[config.mk]
export PLATFORM = sky130hd
export DESIGN_NAME = request_slot_scheduler_top
export DESIGN_NICKNAME = d
export VERILOG_FILES = /design/src/rtl/rss_pkg.sv /design/src/rtl/rss_pick_unit.sv /design/src/rtl/request_slot_scheduler_top.sv
export SDC_FILE = /design/constraint.sdc
export NUM_CORES = 2
export LEC_CHECK = 0
export BUFFER_PORTS_ARGS = -buffer_cell sky130_fd_sc_hd__clkbuf_2
export CORE_MARGIN = 1.5
export CORE_UTILIZATION = 25
export CTS_CLUSTER_DIAMETER = 150
export CTS_CLUSTER_SIZE = 30
export DETAILED_ROUTE_END_ITERATION = 7
export GPL_TIMING_DRIVEN = 0
export PLACE_DENSITY_LB_ADDON = 0.1
export SKIP_LAST_GASP = 1
export SYNTH_ARGS = -nofsm -noshare
export SYNTH_HDL_FRONTEND = slang
export SYNTH_SLANG_ARGS = --single-unit
[constraint.sdc]
create_clock -name clk_i -period 14.97 [get_ports clk_i]
set_clock_uncertainty 0.1 [all_clocks]
set_input_delay 0.7485 -clock clk_i [delete_from_list [all_inputs] [get_ports clk_i]]
set_output_delay 0.7485 -clock clk_i [all_outputs]
set_load 0.005 [all_outputs]
[src/rtl/rss_pkg.sv]
// ----------------------------------------------------------------------------
// rss_pkg
// Shared widths and codes for the request slot scheduler.
// ----------------------------------------------------------------------------
package rss_pkg;

  localparam int unsigned HANDLE_W = 16;
  localparam int unsigned SIZE_W   = 31;
  localparam int unsigned OCC_W    = 5;
  localparam int unsigned STATUS_W = 2;
  localparam int unsigned PADDR_W  = 3;
  localparam int unsigned PDATA_W  = 32;

  localparam logic FUNC_PUT = 1'b0;
  localparam logic FUNC_GET = 1'b1;

  localparam logic [STATUS_W-1:0] STATUS_PUT_OK    = 2'd0;
  localparam logic [STATUS_W-1:0] STATUS_PUT_FULL  = 2'd1;
  localparam logic [STATUS_W-1:0] STATUS_GET_OK    = 2'd2;
  localparam logic [STATUS_W-1:0] STATUS_GET_EMPTY = 2'd3;

  localparam logic REG_MODE  = 1'b0;
  localparam logic REG_SLOTS = 1'b1;

  localparam logic [OCC_W-1:0] SLOTS_RESET = 5'd16;

endpackage

[src/rtl/rss_pick_unit.sv]
// ----------------------------------------------------------------------------
// rss_pick_unit
// Shared key compare: age or job size of one slot against the current pick.
// ----------------------------------------------------------------------------
module rss_pick_unit import rss_pkg::*; #(
  parameter int unsigned STAMP_BITS = 32
) (
  input  logic                                                  mode_i,
  input  logic                                                  found_i,
  input  logic [STAMP_BITS-1:0]                                 arrival_i,
  input  logic [STAMP_BITS-1:0]                                 stamp_i,
  input  logic [SIZE_W-1:0]                                     size_i,
  input  logic [((STAMP_BITS > SIZE_W) ? STAMP_BITS : SIZE_W)-1:0] pick_key_i,
  output logic [((STAMP_BITS > SIZE_W) ? STAMP_BITS : SIZE_W)-1:0] key_o,
  output logic                                                  better_o
);

  localparam int unsigned KW = (STAMP_BITS > SIZE_W) ? STAMP_BITS : SIZE_W;

  logic [STAMP_BITS-1:0] age;

  assign age   = arrival_i - stamp_i;
  assign key_o = mode_i ? KW'(size_i) : KW'(age);

  always_comb begin
    if (!found_i) begin
      better_o = 1'b1;
    end else if (mode_i) begin
      better_o = key_o < pick_key_i;
    end else begin
      better_o = key_o > pick_key_i;
    end
  end

endmodule

[src/rtl/request_slot_scheduler_top.sv]
// ----------------------------------------------------------------------------
// request_slot_scheduler_top
// Slot table of pending requests served oldest first or shortest job first.
// ----------------------------------------------------------------------------
// A command is taken when start is high and busy is low; its result shows
// on the result ports for one cycle with done_o, and the receiver cannot hold
// it off. A put walks the valid bits one slot a cycle up to L, the usable
// slot limit, and stops at the first free slot; a get reads the slot memory
// one entry a cycle through a single compare unit over all L slots. busy
// drops in the cycle that done_o is shown, so the next command may follow.
// ----------------------------------------------------------------------------
module request_slot_scheduler_top import rss_pkg::*; #(
  parameter int unsigned SLOTS      = 16,
  parameter int unsigned STAMP_BITS = 32
) (
  input  logic                 clk_i,
  input  logic                 rst_ni,
  input  logic                 psel,
  input  logic                 penable,
  input  logic                 pwrite,
  input  logic [PADDR_W-1:0]   paddr,
  input  logic [PDATA_W-1:0]   pwdata,
  output logic [PDATA_W-1:0]   prdata,
  output logic                 pready,
  input  logic                 start,
  output logic                 busy,
  input  logic                 func_i,
  input  logic [HANDLE_W-1:0]  handle_i,
  input  logic [SIZE_W-1:0]    job_size_i,
  output logic                 done_o,
  output logic [STATUS_W-1:0]  status_o,
  output logic [HANDLE_W-1:0]  handle_out_o,
  output logic [OCC_W-1:0]     occupancy_o
);

  localparam int unsigned IW = $clog2(SLOTS + 1);
  localparam int unsigned AW = (SLOTS > 1) ? $clog2(SLOTS) : 1;
  localparam int unsigned LW = (IW > OCC_W) ? IW : OCC_W;
  localparam int unsigned KW = (STAMP_BITS > SIZE_W) ? STAMP_BITS : SIZE_W;
  localparam int unsigned MW = HANDLE_W + SIZE_W + STAMP_BITS;

  localparam logic [1:0] ST_IDLE = 2'd0;
  localparam logic [1:0] ST_PUT  = 2'd1;
  localparam logic [1:0] ST_GET  = 2'd2;

  logic [1:0]            state_q, state_d;
  logic                  mode_q;
  logic [OCC_W-1:0]      slots_q;
  logic [SLOTS-1:0]      valid_q, valid_d;
  logic [STAMP_BITS-1:0] arrival_q, arrival_d;
  logic [IW-1:0]         count_q, count_d;
  logic [IW-1:0]         idx_q, idx_d;
  logic [AW-1:0]         idx_a;
  logic                  rd_v_q, rd_v_d;
  logic [AW-1:0]         rd_idx_q, rd_idx_d;
  logic                  found_q, found_d;
  logic [KW-1:0]         pick_key_q, pick_key_d;
  logic [AW-1:0]         pick_idx_q, pick_idx_d;
  logic [HANDLE_W-1:0]   pick_handle_q, pick_handle_d;
  logic [HANDLE_W-1:0]   put_handle_q, put_handle_d;
  logic [SIZE_W-1:0]     put_size_q, put_size_d;
  logic                  done_q, done_d;
  logic [STATUS_W-1:0]   status_q, status_d;
  logic [HANDLE_W-1:0]   handle_out_q, handle_out_d;
  logic [OCC_W-1:0]      occ_q, occ_d;

  logic [MW-1:0]         mem_q [SLOTS];
  logic [MW-1:0]         rdata_q;
  logic                  mem_we, mem_re;
  logic [IW-1:0]         limit;
  logic [KW-1:0]         key;
  logic                  better;
  logic                  cfg_wr;

  // config port
  assign pready = 1'b1;
  assign cfg_wr = psel & penable & pwrite;

  always_ff @(posedge clk_i or negedge rst_ni) begin
    if (!rst_ni) begin
      mode_q  <= 1'b0;
      slots_q <= SLOTS_RESET;
    end else if (cfg_wr) begin
      unique case (paddr[2])
        REG_MODE:  mode_q  <= pwdata[0];
        REG_SLOTS: slots_q <= pwdata[OCC_W-1:0];
        default:   mode_q  <= mode_q;
      endcase
    end
  end

  always_comb begin
    unique case (paddr[2])
      REG_MODE:  prdata = PDATA_W'(mode_q);
      REG_SLOTS: prdata = PDATA_W'(slots_q);
      default:   prdata = '0;
    endcase
  end

  assign limit = (LW'(slots_q) > LW'(SLOTS)) ? IW'(SLOTS) : IW'(slots_q);
  assign idx_a = idx_q[AW-1:0];

  // slot memory: {handle, size, stamp}
  always_ff @(posedge clk_i) begin
    if (mem_we) begin
      mem_q[idx_a] <= {put_handle_q, put_size_q, arrival_q};
    end
    if (mem_re) begin
      rdata_q <= mem_q[idx_a];
    end
  end

  rss_pick_unit #(
    .STAMP_BITS (STAMP_BITS)
  ) u_pick (
    .mode_i     (mode_q),
    .found_i    (found_q),
    .arrival_i  (arrival_q),
    .stamp_i    (rdata_q[STAMP_BITS-1:0]),
    .size_i     (rdata_q[STAMP_BITS +: SIZE_W]),
    .pick_key_i (pick_key_q),
    .key_o      (key),
    .better_o   (better)
  );

  always_comb begin
    state_d       = state_q;
    valid_d       = valid_q;
    arrival_d     = arrival_q;
    count_d       = count_q;
    idx_d         = idx_q;
    rd_v_d        = 1'b0;
    rd_idx_d      = rd_idx_q;
    found_d       = found_q;
    pick_key_d    = pick_key_q;
    pick_idx_d    = pick_idx_q;
    pick_handle_d = pick_handle_q;
    put_handle_d  = put_handle_q;
    put_size_d    = put_size_q;
    done_d        = 1'b0;
    status_d      = status_q;
    handle_out_d  = handle_out_q;
    occ_d         = occ_q;
    mem_we        = 1'b0;
    mem_re        = 1'b0;

    unique case (state_q)
      ST_IDLE: begin
        if (start) begin
          put_handle_d = handle_i;
          put_size_d   = job_size_i;
          idx_d        = '0;
          found_d      = 1'b0;
          state_d      = (func_i == FUNC_GET) ? ST_GET : ST_PUT;
        end
      end
      ST_PUT: begin
        if (idx_q == limit) begin
          done_d       = 1'b1;
          status_d     = STATUS_PUT_FULL;
          handle_out_d = '0;
          occ_d        = OCC_W'(count_q);
          state_d      = ST_IDLE;
        end else if (!valid_q[idx_a]) begin
          mem_we         = 1'b1;
          valid_d[idx_a] = 1'b1;
          arrival_d      = arrival_q + STAMP_BITS'(1);
          count_d        = count_q + IW'(1);
          done_d         = 1'b1;
          status_d       = STATUS_PUT_OK;
          handle_out_d   = '0;
          occ_d          = OCC_W'(count_q + IW'(1));
          state_d        = ST_IDLE;
        end else begin
          idx_d = idx_q + IW'(1);
        end
      end
      ST_GET: begin
        if (idx_q != limit) begin
          mem_re   = 1'b1;
          rd_v_d   = 1'b1;
          rd_idx_d = idx_a;
          idx_d    = idx_q + IW'(1);
        end
        if (rd_v_q && valid_q[rd_idx_q] && better) begin
          found_d       = 1'b1;
          pick_key_d    = key;
          pick_idx_d    = rd_idx_q;
          pick_handle_d = rdata_q[MW-1 -: HANDLE_W];
        end
        if (idx_q == limit && !rd_v_q) begin
          done_d  = 1'b1;
          state_d = ST_IDLE;
          if (found_q) begin
            valid_d[pick_idx_q] = 1'b0;
            count_d             = count_q - IW'(1);
            status_d            = STATUS_GET_OK;
            handle_out_d        = pick_handle_q;
            occ_d               = OCC_W'(count_q - IW'(1));
          end else begin
            status_d     = STATUS_GET_EMPTY;
            handle_out_d = '0;
            occ_d        = OCC_W'(count_q);
          end
        end
      end
      default: state_d = ST_IDLE;
    endcase
  end

  always_ff @(posedge clk_i or negedge rst_ni) begin
    if (!rst_ni) begin
      state_q   <= ST_IDLE;
      valid_q   <= '0;
      arrival_q <= '0;
      count_q   <= '0;
      idx_q     <= '0;
      rd_v_q    <= 1'b0;
      found_q   <= 1'b0;
      done_q    <= 1'b0;
    end else begin
      state_q   <= state_d;
      valid_q   <= valid_d;
      arrival_q <= arrival_d;
      count_q   <= count_d;
      idx_q     <= idx_d;
      rd_v_q    <= rd_v_d;
      found_q   <= found_d;
      done_q    <= done_d;
    end
  end

  always_ff @(posedge clk_i) begin
    rd_idx_q      <= rd_idx_d;
    pick_key_q    <= pick_key_d;
    pick_idx_q    <= pick_idx_d;
    pick_handle_q <= pick_handle_d;
    put_handle_q  <= put_handle_d;
    put_size_q    <= put_size_d;
    status_q      <= status_d;
    handle_out_q  <= handle_out_d;
    occ_q         <= occ_d;
  end

  assign busy         = (state_q != ST_IDLE);
  assign done_o       = done_q;
  assign status_o     = status_q;
  assign handle_out_o = handle_out_q;
  assign occupancy_o  = occ_q;

  // checks
  a_count_matches_valid: assert property (@(posedge clk_i) disable iff (!rst_ni)
    $countones(valid_q) == int'(count_q))
    else $error("stored count differs from valid bits");

  a_count_bounded: assert property (@(posedge clk_i) disable iff (!rst_ni)
    int'(count_q) <= int'(SLOTS))
    else $error("stored count above slot count");

  a_read_only_in_get: assert property (@(posedge clk_i) disable iff (!rst_ni)
    rd_v_q |-> state_q == ST_GET)
    else $error("slot read outside a get scan");

  a_start_goes_busy: assert property (@(posedge clk_i) disable iff (!rst_ni)
    (start && !busy) |=> busy)
    else $error("accepted transfer did not start the sequencer");

  a_done_only_when_idle: assert property (@(posedge clk_i) disable iff (!rst_ni)
    done_o |-> !busy)
    else $error("result shown while sequencer busy");

endmodule
==> impl_results.rst <==
.. list-table::
   :header-rows: 1

   * - Metric
     - Value
   * - Result of the run
     - complete, no violations
   * - Number of global-route vias before repair
     - 30400
   * - Count of nets left with antenna violations after detail routing
     - 0
   * - Initial core utilization
     - 25.1%
   * - Busiest grt layer
     - met2
   * - Critical-path cell list
     - inv_1, ha_1, inv_1, fa_1, a211oi_1, nor4bb_1, a211o_1, a31o_2, a2111oi_0, or2_2, xor2_1, o21ai_0, ha_1, a21o_1, a21o_1, a21o_1, a21oi_1, a21oi_1, o21ai_0, a31oi_4, buf_12, buf_16
   * - Maximum number of pins on one net before global-route repair
     - 44
   * - Post-place instance area
     - 0.0670 sq mm
   * - Path type of the worst setup path
     - flip-flop to flip-flop
   * - Count of standard-cell rows
     - 180
   * - Number of post-CTS setup repair buffers
     - 0
   * - Crit Path Max Fanout
     - 20
   * - Worst-skew pair later-pin latency
     - 750 ps
   * - Layout net count
     - 3288
   * - Final HPWL from detailed placement
     - 115 mm
   * - Final hold violation count
     - 0
   * - Count of port buffers added during placement
     - 89
   * - Worst EP arrival
     - 7880 ps
   * - Number of hold-repair buffers added at the cts stage
     - 20
   * - Achievable frequency
     - 0.134 GHz
   * - Die boundary height
     - 495 microns
   * - Total GRT Usage
     - 14.0%
   * - Placeable core area
     - 0.241 sq mm
   * - Wire length of the first global-routing pass
     - 241 mm
   * - Root buffer cell
     - sky130_fd_sc_hd__clkbuf_16
   * - Min-Delay Path Class
     - primary input to flip-flop
   * - Final estimated routing congestion in global placement
     - 0.785
   * - Relative slew margins
     - 9.61%
   * - Total iterations of the first detailed-routing run
     - 5
   * - Most Frequent Cell on Critical Path
     - sky130_fd_sc_hd__a21o_1
   * - Die extent in x
     - 495 microns
   * - Maximum single-stage delay on the critical path
     - 830 ps
   * - Final instance count without filler cells
     - 6336
   * - Leakage power
     - 21.5 nW
   * - Met1 GRT Util
     - 18.2%
   * - Post-route worst setup slack
     - 7520 ps
   * - Wire length reported by the detailed router
     - 172 mm
   * - Startpoint kind of the worst setup timing path
     - flip-flop
   * - VDD IR max
     - 0.0962 mV
   * - Number of buffers created by CTS
     - 57
   * - H-tree levels
     - 2
   * - Global-route congestion overflow total
     - 0
   * - Average footprint of a synthesized cell
     - 21.4 sq um
   * - Clk slew on worst S/H paths
     - 120 ps
   * - Final Cell Area
     - 0.0688 sq mm
   * - Number of placed cells counting well taps
     - 6228
   * - Share of flip-flops with an asynchronous set or reset
     - 4.49%
   * - DRC Markers
     - 0
   * - Number of sinks driven by the clock tree
     - 1538
   * - Top FF cell, synth
     - sky130_fd_sc_hd__edfxtp_1
   * - Grt met3 use
     - 1.39%
   * - Fraction of the cycle the final worst path needs
     - 49.7%
   * - Part of the Yosys area used for sequential elements
     - 75.8%
   * - Cells after Synth
     - 2828
   * - Stages on the worst setup path
     - 22
   * - Shortest clock period the worst path allows after layout
     - 7450 ps
   * - Required @ worst endpoint
     - 15400 ps
   * - Post-detailed-route via-to-cell ratio
     - 4.53
   * - Post-synth EDFFs
     - 1469
   * - TritonCTS clock tree
     - done
   * - Warning count from the yosys run
     - 0
   * - Hold slack final
     - 76.0 ps
   * - Flip-flop and latch count after synthesis
     - 1538
   * - Crit-path leading delay family
     - compound AO/OA/AOI/OAI gates
   * - Number of antenna violations at the first check in global routing
     - 13
   * - Final total negative setup slack
     - 0 ps
   * - Pre-CTS setup slack
     - 7230 ps
   * - Max-capacitance violation count
     - 0
   * - M2 GR Usage
     - 25.0%
   * - Power density over cell area
     - 145 mW/mm^2
   * - Number of buffers and inverters on the critical path
     - 4
   * - Worst Hold Depth
     - 1
   * - Final slew viol count
     - 0
   * - Synth cell types
     - 73
   * - Reg2Reg Depth
     - 22
   * - DRT iter0 DRCs
     - 2359
   * - Maximum clock path buffer count
     - 3
   * - Syn-to-layout area delta
     - 13.8%
   * - Post-Synthesis Cell Area
     - 0.0604 sq mm
   * - Transition time at the pin with the least slew margin
     - 1360 ps
   * - Unrepaired setup endpoints after global routing
     - false
   * - Slowest-stage cell, CP
     - sky130_fd_sc_hd__o21ai_0
   * - Share of layout cells above drive strength 1
     - 23.8%
   * - Count of cells resized by post-cts repair
     - 0
   * - Die ar.
     - 0.245 sq mm
   * - Final routed wire length divided by cell count
     - 27.2 microns
   * - Vias
     - 28700
   * - Setup violations, final
     - 0
   * - Kind of end point of the critical path
     - flip-flop
   * - Ports placed on the boundary
     - 147
==> per-layer routing <==
metal | up-vias | wire (microns)
li1 | 12200 | -
met1 | 15800 | 73700
met2 | 552 | 89400
met3 | 162 | 5220
met4 | 4 | 4040
met5 | - | 26
==> logic make-up after synthesis <==
kind of cell / synth area share (%)
AOI/OAI and AO/OA: 2.55
xor gates and xnor gates: 0.811
adders and majority gates: 1.56
buffers and inverters: 1.64
DFF: 75.8
muxes: 15.3
other: 0.0124
and+or+nand+nor: 2.32
==> report_power, final <==
part | internal [mW] | switching, mW | leakage (nW)
Clock | 0.732 | 1.32 | 0.760
Sequential | 5.13 | 0.242 | 14.3
Combinational | 1.12 | 1.43 | 6.46
Total | 6.98 | 2.99 | 21.5
==> through the flow <==
stage	util [%]	power (mW)
finish	28.6	9.97
global route	28.6	10.4
CTS	28.6	10.2
detailed placement	27.8	8.10
global placement	27.0	8.05
floorplan	-	6.97
==> synth_stat cells (33+ instances only) <==
master / n / area, sq um
sky130_fd_sc_hd__dfrtp_1: 68 / 1700
sky130_fd_sc_hd__edfxtp_1: 1469 / 44100
sky130_fd_sc_hd__nand2_1: 87 / 327
sky130_fd_sc_hd__a21oi_1: 61 / 305
sky130_fd_sc_hd__o21ai_0: 53 / 265
sky130_fd_sc_hd__clkbuf_1: 71 / 267
sky130_fd_sc_hd__inv_1: 91 / 342
sky130_fd_sc_hd__xnor2_1: 36 / 315
sky130_fd_sc_hd__ha_1: 74 / 926
sky130_fd_sc_hd__mux4_2: 405 / 9120
sky130_fd_sc_hd__buf_1: 33 / 124
sky130_fd_sc_hd__nor2_1: 58 / 218
==> flip-flops by register name, indices dropped and copies added, names as in the netlist, 2 cells and up <==
name and cells:
idx_q 5, mem_q 1264, state_q 2, valid_q 16, put_handle_q 16, count_q 5, put_size_q 31, rdata_q 79
status_o 2, pick_handle_q 16, handle_out_o 16, occupancy_o 5, slots_q 5, arrival_q 32, rd_idx_q 4, pick_idx_q 4
pick_key_q 32
==> layout by cell type (no fill, tap or decap), types with 21 or more instances in the layout <==
cell type,n
sky130_fd_sc_hd__clkbuf_16,57
sky130_fd_sc_hd__ha_1,74
sky130_fd_sc_hd__nand3_1,21
sky130_fd_sc_hd__mux4_2,405
sky130_fd_sc_hd__conb_1,28
sky130_fd_sc_hd__buf_1,25
sky130_fd_sc_hd__a21o_1,22
sky130_fd_sc_hd__edfxtp_1,1469
sky130_fd_sc_hd__buf_4,48
sky130_fd_sc_hd__inv_1,91
sky130_fd_sc_hd__dfrtp_1,68
sky130_fd_sc_hd__nand2_1,87
sky130_fd_sc_hd__buf_12,73
sky130_fd_sc_hd__o21ai_0,52
sky130_fd_sc_hd__clkbuf_2,100
sky130_fd_sc_hd__a21oi_1,61
sky130_fd_sc_hd__and3_1,27
sky130_fd_sc_hd__xnor2_1,36
sky130_fd_sc_hd__nor2_1,41
sky130_fd_sc_hd__clkbuf_1,85
==> worst register-to-register path: stages, from the launching register on <==
cell and delay [ps]:
sky130_fd_sc_hd__dfrtp_1 630, sky130_fd_sc_hd__inv_1 200, sky130_fd_sc_hd__ha_1 190, sky130_fd_sc_hd__inv_1 50, sky130_fd_sc_hd__fa_1 430, sky130_fd_sc_hd__a211oi_1 340, sky130_fd_sc_hd__nor4bb_1 120, sky130_fd_sc_hd__a211o_1 340
sky130_fd_sc_hd__a31o_2 310, sky130_fd_sc_hd__a2111oi_0 710, sky130_fd_sc_hd__or2_2 270, sky130_fd_sc_hd__xor2_1 260, sky130_fd_sc_hd__o21ai_0 170, sky130_fd_sc_hd__ha_1 350, sky130_fd_sc_hd__a21o_1 170, sky130_fd_sc_hd__a21o_1 190
sky130_fd_sc_hd__a21o_1 170, sky130_fd_sc_hd__a21oi_1 160, sky130_fd_sc_hd__a21oi_1 110, sky130_fd_sc_hd__o21ai_0 830, sky130_fd_sc_hd__a31oi_4 560, sky130_fd_sc_hd__buf_12 340, sky130_fd_sc_hd__buf_16 220
==> path summary, 6_finish.rpt <==
| check | from | end | slack (ps) |
|---|---|---|---|
| min in group asynchronous | rst_ni | slots_q[1] | 390 |
| setup reg to reg | arrival_q[0] | pick_key_q[29] | 7520 |
| setup / recovery | arrival_q[0] | pick_key_q[29] | 7520 |
| hold / removal | job_size_i[5] | put_size_q[5] | 80 |
| hold reg to reg | rdata_q[70] | pick_handle_q[7] | 330 |
| max in group asynchronous | rst_ni | arrival_q[26] | 13720 |
==> final cells by class <==
type,count,area (sq um)
antenna,4,10.0
buffer,139,664
clock buffer,78,1510
clock inverter,4,67.6
fill,23600,172000
inverter,92,345
multi-input combinational,1085,13900
sequential,1538,45800
tap,3185,3990
timing repair buffer,211,2510
No activity file was read; power rests on OpenSTA's default activity.
